[src/design/ci8_tile_palette_decoder_top_assert.svh]
// Assertion macros for the CI8 tile palette decoder.
`ifndef CI8_TILE_PALETTE_DECODER_TOP_ASSERT_SVH
`define CI8_TILE_PALETTE_DECODER_TOP_ASSERT_SVH

`ifndef NO_ASSERTIONS
`define CTP_ASSERT_NOW(name, clk, rstn, ante, cons) \
    name: assert property (@(posedge clk) disable iff (!rstn) (ante) |-> (cons)) \
        else $error("ctp assertion failed");
`define CTP_ASSERT_NEXT(name, clk, rstn, ante, cons) \
    name: assert property (@(posedge clk) disable iff (!rstn) (ante) |=> (cons)) \
        else $error("ctp assertion failed");
`else
`define CTP_ASSERT_NOW(name, clk, rstn, ante, cons)
`define CTP_ASSERT_NEXT(name, clk, rstn, ante, cons)
`endif

`endif

[src/design/ctp_pkg.sv]
// Shared types, codes and channel scaling table for the CI8 tile palette decoder.
package ctp_pkg;

    localparam int PALETTE_DEPTH = 256;
    localparam int PAL_ADDR_W    = $clog2(PALETTE_DEPTH);
    localparam int MAX_DIM       = 1024;
    localparam int DIM_W         = $clog2(MAX_DIM);
    localparam int COLOR_W       = 16;
    localparam int CFG_INDEX_W   = 1;
    localparam int ChanMax5      = 31;
    localparam int ChanMax8      = 255;

    typedef enum logic [1:0] {
        ACT_PALETTE = 2'd0,
        ACT_TILE    = 2'd1,
        ACT_PIXEL   = 2'd2,
        ACT_FINISH  = 2'd3
    } ctp_action_t;

    typedef enum logic [2:0] {
        ST_OK         = 3'd0,
        ST_BAD_SHAPE  = 3'd1,
        ST_MISMATCH   = 3'd2,
        ST_INCOMPLETE = 3'd3,
        ST_NO_TILE    = 3'd4,
        ST_EARLIER    = 3'd5
    } ctp_status_t;

    typedef enum logic [CFG_INDEX_W-1:0] {
        REG_IMAGE_WIDTH  = 1'd0,
        REG_IMAGE_HEIGHT = 1'd1
    } ctp_reg_t;

    typedef struct packed {
        logic [1:0]            action;
        logic [PAL_ADDR_W-1:0] entry_index;
        logic [COLOR_W-1:0]    color_word;
        logic [DIM_W-1:0]      tile_width;
        logic [DIM_W-1:0]      tile_height;
        logic [PAL_ADDR_W-1:0] index_byte;
    } ctp_in_t;

    typedef struct packed {
        ctp_status_t      status;
        logic             pixel_valid;
        logic [DIM_W-1:0] pos_x;
        logic [DIM_W-1:0] pos_y;
        logic [7:0]       red;
        logic [7:0]       green;
        logic [7:0]       blue;
        logic [7:0]       alpha;
        logic             image_complete;
    } ctp_out_t;

    typedef struct packed {
        ctp_status_t      status;
        logic             pixel_valid;
        logic [DIM_W-1:0] pos_x;
        logic [DIM_W-1:0] pos_y;
        logic             image_complete;
    } ctp_stage_t;

    function automatic logic [31:0][7:0] build_scale_lut();
        logic [31:0][7:0] lut;
        for (int i = 0; i < 32; i++) begin
            lut[i] = 8'((i * ChanMax8) / ChanMax5);
        end
        return lut;
    endfunction

    localparam logic [31:0][7:0] SCALE_LUT = build_scale_lut();

    function automatic logic [7:0] scale5(input logic [4:0] v);
        return SCALE_LUT[v];
    endfunction

endpackage

[src/design/ctp_ram.sv]
// Generic single-write, single-read RAM with registered read data.
module ctp_ram #(
    parameter int WIDTH = 16,
    parameter int DEPTH = 256
) (
    input  logic                     aclk,
    input  logic                     we,
    input  logic [$clog2(DEPTH)-1:0] waddr,
    input  logic [WIDTH-1:0]         wdata,
    input  logic                     re,
    input  logic [$clog2(DEPTH)-1:0] raddr,
    output logic [WIDTH-1:0]         rdata
);

    logic [WIDTH-1:0] mem [DEPTH];
    logic [WIDTH-1:0] rdata_reg;

    always_ff @(posedge aclk) begin
        if (we) begin
            mem[waddr] <= wdata;
        end
        if (re) begin
            rdata_reg <= mem[raddr];
        end
    end

    assign rdata = rdata_reg;

endmodule

[src/design/ctp_place.sv]
// Tile placement control, configuration registers and per-item status.
`include "ci8_tile_palette_decoder_top_assert.svh"
module ctp_place import ctp_pkg::*; (
    input  logic                   aclk,
    input  logic                   aresetn,
    input  logic                   accept,
    input  ctp_in_t                in_data,
    input  logic                   cfg_wr_en,
    input  logic [CFG_INDEX_W-1:0] cfg_index,
    input  logic [DIM_W-1:0]       cfg_wdata,
    output ctp_stage_t             info
);

    logic [DIM_W-1:0] iw_reg, iw_next, ih_reg, ih_next;
    logic [DIM_W-1:0] px_reg, px_next, py_reg, py_next, strip_reg, strip_next;
    logic [DIM_W-1:0] otw_reg, otw_next, oth_reg, oth_next;
    logic [DIM_W-1:0] col_reg, col_next, row_reg, row_next;
    logic             open_reg, open_next, failed_reg, failed_next;

    logic [DIM_W-1:0] tw, th, x_in_tile, px_adv, py_adv;
    logic             bad_shape, col_wrap, row_last;

    assign tw = in_data.tile_width;
    assign th = in_data.tile_height;

    assign bad_shape = open_reg || (tw == '0) || (tw[2:0] != 3'd0) || (th == '0)
        || (tw > iw_reg) || (th > ih_reg)
        || (({1'b0, px_reg} + {1'b0, tw}) > {1'b0, iw_reg})
        || (({1'b0, py_reg} + {1'b0, th}) > {1'b0, ih_reg});

    assign x_in_tile = col_reg ^ {{(DIM_W-3){1'b0}}, row_reg[0], 2'b00};
    assign col_wrap  = ({1'b0, col_reg} + 11'd1) >= {1'b0, otw_reg};
    assign row_last  = ({1'b0, row_reg} + 11'd1) >= {1'b0, oth_reg};
    assign px_adv    = px_reg + otw_reg;
    assign py_adv    = py_reg + strip_reg;

    always_comb begin
        iw_next     = iw_reg;
        ih_next     = ih_reg;
        px_next     = px_reg;
        py_next     = py_reg;
        strip_next  = strip_reg;
        otw_next    = otw_reg;
        oth_next    = oth_reg;
        col_next    = col_reg;
        row_next    = row_reg;
        open_next   = open_reg;
        failed_next = failed_reg;
        info        = '0;
        info.status = ST_OK;

        if (cfg_wr_en) begin
            case (ctp_reg_t'(cfg_index))
                REG_IMAGE_WIDTH:  iw_next = cfg_wdata;
                REG_IMAGE_HEIGHT: ih_next = cfg_wdata;
                default: ;
            endcase
        end

        if (accept) begin
            case (ctp_action_t'(in_data.action))
                ACT_PALETTE: ;
                ACT_TILE: begin
                    if (failed_reg) begin
                        info.status = ST_EARLIER;
                    end else if (bad_shape) begin
                        info.status = ST_BAD_SHAPE;
                        failed_next = 1'b1;
                    end else if (px_reg != '0 && strip_reg != th) begin
                        info.status = ST_MISMATCH;
                        failed_next = 1'b1;
                    end else begin
                        strip_next = th;
                        otw_next   = tw;
                        oth_next   = th;
                        col_next   = '0;
                        row_next   = '0;
                        open_next  = 1'b1;
                    end
                end
                ACT_PIXEL: begin
                    if (failed_reg) begin
                        info.status = ST_EARLIER;
                    end else if (!open_reg) begin
                        info.status = ST_NO_TILE;
                        failed_next = 1'b1;
                    end else begin
                        info.pixel_valid = 1'b1;
                        info.pos_x       = px_reg + x_in_tile;
                        info.pos_y       = py_reg + row_reg;
                        col_next         = col_reg + 10'd1;
                        if (col_wrap) begin
                            col_next = '0;
                            row_next = row_reg + 10'd1;
                            if (row_last) begin
                                row_next  = '0;
                                open_next = 1'b0;
                                px_next   = px_adv;
                                if (px_adv == iw_reg) begin
                                    px_next = '0;
                                    py_next = py_adv;
                                end
                            end
                        end
                    end
                end
                ACT_FINISH: begin
                    if (failed_reg) begin
                        info.status = ST_EARLIER;
                    end else if (open_reg || py_reg != ih_reg || px_reg != '0) begin
                        info.status = ST_INCOMPLETE;
                    end else begin
                        info.image_complete = 1'b1;
                    end
                    px_next     = '0;
                    py_next     = '0;
                    strip_next  = '0;
                    otw_next    = '0;
                    oth_next    = '0;
                    col_next    = '0;
                    row_next    = '0;
                    open_next   = 1'b0;
                    failed_next = 1'b0;
                end
                default: ;
            endcase
        end
    end

    always_ff @(posedge aclk) begin
        if (!aresetn) begin
            iw_reg     <= 10'd160;
            ih_reg     <= 10'd120;
            px_reg     <= '0;
            py_reg     <= '0;
            strip_reg  <= '0;
            otw_reg    <= '0;
            oth_reg    <= '0;
            col_reg    <= '0;
            row_reg    <= '0;
            open_reg   <= 1'b0;
            failed_reg <= 1'b0;
        end else begin
            iw_reg     <= iw_next;
            ih_reg     <= ih_next;
            px_reg     <= px_next;
            py_reg     <= py_next;
            strip_reg  <= strip_next;
            otw_reg    <= otw_next;
            oth_reg    <= oth_next;
            col_reg    <= col_next;
            row_reg    <= row_next;
            open_reg   <= open_next;
            failed_reg <= failed_next;
        end
    end

    `CTP_ASSERT_NOW(a_open_width, aclk, aresetn, open_reg, (otw_reg != '0) && (otw_reg[2:0] == 3'd0))
    `CTP_ASSERT_NOW(a_col_range, aclk, aresetn, open_reg, col_reg < otw_reg)
    `CTP_ASSERT_NOW(a_row_range, aclk, aresetn, open_reg, row_reg < oth_reg)

endmodule

[src/design/ctp_color.sv]
// Palette read stage, channel scaling and output register.
`include "ci8_tile_palette_decoder_top_assert.svh"
module ctp_color import ctp_pkg::*; (
    input  logic               aclk,
    input  logic               aresetn,
    input  logic               accept,
    input  ctp_stage_t         info,
    input  logic [COLOR_W-1:0] pal_rdata,
    output logic               in_ready,
    output logic               m_valid,
    input  logic               m_ready,
    output ctp_out_t           m_data
);

    logic       s1_valid_reg, s1_valid_next;
    ctp_stage_t s1_info_reg;
    logic       m_valid_reg, m_valid_next;
    ctp_out_t   m_data_reg, m_data_next;
    logic       out_free;

    assign out_free = !m_valid_reg || m_ready;
    assign in_ready = !s1_valid_reg || out_free;

    always_comb begin
        s1_valid_next = s1_valid_reg;
        if (accept) begin
            s1_valid_next = 1'b1;
        end else if (out_free) begin
            s1_valid_next = 1'b0;
        end
    end

    always_comb begin
        m_valid_next = m_valid_reg;
        m_data_next  = m_data_reg;
        if (out_free) begin
            m_valid_next               = s1_valid_reg;
            m_data_next                = '0;
            m_data_next.status         = s1_info_reg.status;
            m_data_next.pixel_valid    = s1_info_reg.pixel_valid;
            m_data_next.pos_x          = s1_info_reg.pos_x;
            m_data_next.pos_y          = s1_info_reg.pos_y;
            m_data_next.image_complete = s1_info_reg.image_complete;
            if (s1_info_reg.pixel_valid) begin
                m_data_next.red   = scale5(pal_rdata[15:11]);
                m_data_next.green = scale5(pal_rdata[10:6]);
                m_data_next.blue  = scale5(pal_rdata[5:1]);
                m_data_next.alpha = pal_rdata[0] ? 8'd255 : 8'd0;
            end
        end
    end

    always_ff @(posedge aclk) begin
        if (!aresetn) begin
            s1_valid_reg <= 1'b0;
            m_valid_reg  <= 1'b0;
        end else begin
            s1_valid_reg <= s1_valid_next;
            m_valid_reg  <= m_valid_next;
        end
    end

    always_ff @(posedge aclk) begin
        if (accept) begin
            s1_info_reg <= info;
        end
        m_data_reg <= m_data_next;
    end

    assign m_valid = m_valid_reg;
    assign m_data  = m_data_reg;

    `CTP_ASSERT_NEXT(a_s1_hold, aclk, aresetn, s1_valid_reg && !out_free, s1_valid_reg)
    `CTP_ASSERT_NOW(a_no_overrun, aclk, aresetn, accept, !s1_valid_reg || out_free)
    `CTP_ASSERT_NEXT(a_s1_drains, aclk, aresetn, s1_valid_reg && out_free && !accept, m_valid_reg)

endmodule

[src/design/ci8_tile_palette_decoder_top.sv]
// Top level of the CI8 tile palette decoder.
//
// Input beats on s_valid/s_ready carry one action each: palette write, tile
// start, pixel index byte or finish. Every input beat yields exactly one
// result beat on m_valid/m_ready, in order.
// After its input beat is accepted, a result passes the synchronous palette
// read stage and then the output register.
// Throughput: one beat per cycle while the receiver keeps up; tile placement
// state updates at accept and the palette lookup runs in the following stage,
// so pixels stream back to back.
// The configuration port (cfg_wr_en, cfg_index, cfg_wdata) sets image_width
// (index 0) and image_height (index 1); write it only while the block is idle.
// Reset (aresetn low, synchronous) clears placement state and empties both
// stages, and sets the image to 160 x 120; palette contents are kept and are
// undefined until written.
// When the receiver stalls, the output register holds its beat, the read stage
// holds one more, and s_ready drops once both are full.
module ci8_tile_palette_decoder_top import ctp_pkg::*; (
    input  logic                   aclk,
    input  logic                   aresetn,
    input  logic                   s_valid,
    output logic                   s_ready,
    input  ctp_in_t                s_data,
    output logic                   m_valid,
    input  logic                   m_ready,
    output ctp_out_t               m_data,
    input  logic                   cfg_wr_en,
    input  logic [CFG_INDEX_W-1:0] cfg_index,
    input  logic [DIM_W-1:0]       cfg_wdata
);

    logic               accept;
    logic               pal_we, pal_re;
    logic [COLOR_W-1:0] pal_rdata;
    ctp_stage_t         info;

    assign accept = s_valid && s_ready;
    assign pal_we = accept && (ctp_action_t'(s_data.action) == ACT_PALETTE);
    assign pal_re = accept && (ctp_action_t'(s_data.action) == ACT_PIXEL);

    ctp_ram #(
        .WIDTH (COLOR_W),
        .DEPTH (PALETTE_DEPTH)
    ) u_palette (
        .aclk  (aclk),
        .we    (pal_we),
        .waddr (s_data.entry_index),
        .wdata (s_data.color_word),
        .re    (pal_re),
        .raddr (s_data.index_byte),
        .rdata (pal_rdata)
    );

    ctp_place u_place (
        .aclk      (aclk),
        .aresetn   (aresetn),
        .accept    (accept),
        .in_data   (s_data),
        .cfg_wr_en (cfg_wr_en),
        .cfg_index (cfg_index),
        .cfg_wdata (cfg_wdata),
        .info      (info)
    );

    ctp_color u_color (
        .aclk      (aclk),
        .aresetn   (aresetn),
        .accept    (accept),
        .info      (info),
        .pal_rdata (pal_rdata),
        .in_ready  (s_ready),
        .m_valid   (m_valid),
        .m_ready   (m_ready),
        .m_data    (m_data)
    );

endmodule

[config.mk]
export PLATFORM = sky130hd
export DESIGN_NAME = ci8_tile_palette_decoder_top
export DESIGN_NICKNAME = d
export VERILOG_FILES = /design/src/design/ctp_pkg.sv /design/src/design/ctp_ram.sv /design/src/design/ctp_place.sv /design/src/design/ctp_color.sv /design/src/design/ci8_tile_palette_decoder_top.sv
export VERILOG_INCLUDE_DIRS = /design/src /design/src/design
export SDC_FILE = /design/constraint.sdc
export NUM_CORES = 2
export LEC_CHECK = 0
export BUFFER_PORTS_ARGS = -buffer_cell sky130_fd_sc_hd__buf_2
export CORE_MARGIN = 5
export CORE_UTILIZATION = 45
export DETAILED_ROUTE_END_ITERATION = 10
export GPL_TIMING_DRIVEN = 1
export RECOVER_POWER = 25
export SLEW_MARGIN = 10
export SYNTH_ARGS = -nofsm -noshare
export SYNTH_HDL_FRONTEND = slang
export SYNTH_SLANG_ARGS = --single-unit
[constraint.sdc]
create_clock -name aclk -period 14.5 [get_ports aclk]
set_input_delay 2.175 -clock aclk [delete_from_list [all_inputs] [get_ports aclk]]
set_output_delay 2.175 -clock aclk [all_outputs]
set_load 0.01 [all_outputs]
==> flow_metrics.env <==
export IMPL_finalMaxSlewViolations=2544
export IMPL_synth_net_count=7434
export IMPL_power_switching_fraction=0.214
export IMPL_net_switching_power_w=0.00549
export IMPL_gr_usage_all_layers=0.223
export IMPL_p_total_w=0.0256
export IMPL_yosys_cell_count_top_type="edfxtp_1"
export IMPL_dp_slack_ns=7.06
export IMPL_cp_slowest_stage_delay_ns=3.19
export IMPL_clock_tree_buffer_depth=4
export IMPL_power_per_cell_area_mw_per_mm2=136
export IMPL_worst_slew_pin_transition_ns=6.66
export IMPL_post_cts_resized_instances=0
export IMPL_floorplan_rows=223
export IMPL_post_cts_repair_setup_buffers=0
export IMPL_p_int_w=0.0201
export IMPL_worst_setup_path_end_kind="flip-flop"
export IMPL_critPathKind="primary input to flip-flop"
export IMPL_worst_endpoint_arrival_ns=9.66
export IMPL_path_buf_inv=3
export IMPL_grt_setup_unrepaired="false"
export IMPL_cts_reportedPaths_clkPinSlew_ns=0.06
export IMPL_path_common_cell="clkbuf_1"
export IMPL_startpoint_class="primary input"
export IMPL_synth_yosys_seq_area_share=0.762
export IMPL_cap_violations=30
export IMPL_area_added_between_synthesis_and_finish_pct=13.0
export IMPL_synth_edff_count=4187
export IMPL_p_seq_frac=0.532
export IMPL_hpwl_mm=247
export IMPL_netlist_area_leader_share=0.752
export IMPL_gp_routability_congestion=0.833
export IMPL_fin_setup_tns_ns=0
export IMPL_route_final_wire_length_mm=432
export IMPL_synth_seq_cells=4271
export IMPL_final_antenna_net_count=0
export IMPL_synth_area_per_cell_um2=23.1
export IMPL_cts_bufs_inserted=435
export IMPL_core_area_mm2=0.370
export IMPL_antenna_found_initial=39
export IMPL_power_frac_comb=0.050
export IMPL_numClockSinks=4271
export IMPL_final_nets=7967
export IMPL_post_route_cells_drive_above_1_share=0.299
export IMPL_cell_area_after_technology_mapping_mm2=0.167
export IMPL_synth_commonest_cells="edfxtp_1, mux4_2, nor2_1"
export IMPL_crit_path_top_delay_cell="clkbuf_1"
export IMPL_hold_class="flip-flop to flip-flop"
export IMPL_path_cells="clkbuf_1 -> clkbuf_1 -> buf_4"
export IMPL_p_leak_nw=59.5
export IMPL_ys_flop_type="edfxtp_1"
export IMPL_vias=79300
export IMPL_synth_cell_type_count=69
export IMPL_largest_register_ff_count=4096
export IMPL_area_contributors_post_synth="edfxtp_1, mux4_2, dfxtp_1"
export IMPL_number_of_global_route_vias_before_repair=79700
export IMPL_design_portCount=129
export IMPL_async_flop_share=0
export IMPL_drt_first_iter_violations=10200
export IMPL_violations="capacitance limit, slew limit"
export IMPL_timing_final_crit_share=0.624
export IMPL_residual_overflow_from_global_routing=0
export IMPL_setup_slack_ns=5.45
export IMPL_cts_hold_buffers_added=0
export IMPL_fin_crit_ns=9.06
export IMPL_max_frequency_mhz=110
export IMPL_worstPathRequired_ns=15.11
export IMPL_clock_tree_htree_level_count=5
export IMPL_firstDrtPassIters=5
export IMPL_port_buffers=128
export IMPL_drt_wirelength_per_cell_um=32.9
export IMPL_die_x_um=620
export IMPL_drc=0
export IMPL_pin_count_of_the_biggest_net_entering_global_routing=158
export IMPL_die_area_mm2=0.384
export IMPL_power_clock_fraction=0.418
export IMPL_syn_instance_count=7240
export IMPL_netlist_top_cell_by_area="edfxtp_1"
export IMPL_vias_per_cell=6.05
export IMPL_clock_latency_ns=0.99
export IMPL_final_core_density=0.511
export IMPL_timing_slew_headroom=-3.44
export IMPL_worst_skew_ns=0.0636
export IMPL_vdd_ir_drop_worst_uv=110
export IMPL_status="finished, violations left"
export IMPL_cpLargestDelayFamily="buffers and inverters"
export IMPL_fill_cells=28500
export IMPL_grt_pass1_wl_mm=609
export IMPL_synth_warning_count=0
export IMPL_number_of_hold_slack_violations_in_the_final_timing_report=0
export IMPL_critical_path_max_fanout=91
export IMPL_start_util=0.452
export IMPL_cts_root_buf="clkbuf_16"
export IMPL_dieHeight_um=620
export IMPL_tritoncts="built"
export IMPL_setup_viol_count_final=0
cell type report:
| cell class | instances | area (µm²) | share of cell area |
|---|---|---|---|
| inverter | 82 | 308 | 0.00163 |
| tap | 4950 | 6190 | 0.0328 |
| timing repair buffer | 470 | 3350 | 0.0177 |
| clock buffer | 538 | 11400 | 0.0603 |
| clock inverter | 263 | 2170 | 0.0115 |
| antenna | 21 | 52.6 | 0.000278 |
| multi-input combinational | 2513 | 38100 | 0.202 |
| sequential | 4271 | 127000 | 0.674 |
through the flow:
step / hold slack, ns / instance area, µm² / instances
floorplan: 0.400 / 167000 / 7240
global placement: 0.408 / 176000 / 12300
detailed placement: 0.405 / 176000 / 12300
CTS: 0.420 / 189000 / 13100
global route: 0.425 / 189000 / 13100
finish: 0.424 / 189000 / 13100
path summary, 6_finish.rpt:
kind / start / to / slack, ns / depth (start not counted)
setup / recovery: s_data[41] / u_palette.mem[28][13] / 5.45 / 3
hold / removal: u_color.s1_info_reg[7] / u_color.m_data[39] / 0.42 / 0
setup reg to reg: u_place.py_reg[0] / u_place.row_reg[9] / 9.09 / 20
hold reg to reg: u_color.s1_info_reg[7] / u_color.m_data[39] / 0.42 / 0
metal layers:
metal	share of wire	up-vias	track usage
li1	-	31900	-
met1	0.40	43200	0.318
met2	0.49	3552	0.360
met3	0.082	636	0.0374
met4	0.028	8	0.0599
met5	0.00010	-	0
cells in the final DEF, fill, tap and decap left out, drive strengths merged, types with 16 or more instances in the layout:
master,n
ha,118
edfxtp,4187
and3,16
nand2,120
a21o,31
nor2b,39
nand3,47
clkbuf,569
mux4,1360
buf,439
xor2,37
a21boi,28
mux2i,27
clkinv,212
dfxtp,84
xnor2,49
inv,93
nor3,16
bufinv,26
o21ai,34
diode,21
a21oi,68
and2,41
nor2,317
power by group through the flow:
stage	Combinational (W)	Clock, W	Sequential, W
finish	0.00129	0.0107	0.0136
global route	0.00135	0.0114	0.0136
CTS	0.00131	0.0109	0.0136
detailed placement	0.00131	0	0.0139
global placement	0.00129	0	0.0139
floorplan	0.000687	0	0.0139
logic make-up (layout without fill, tap and decap cells):
family,count (synthesis),in the layout,share of synthesized area
compound gates,258,258,0.0103
xor+xnor,86,86,0.00450
fa+ha+maj,124,124,0.00955
buf+inv,456,1353,0.0110
flops,4271,4271,0.762
mux,1387,1387,0.185
other cells,0,21,0
simple gates,658,658,0.0179
(Power assumes the default switching activity.)
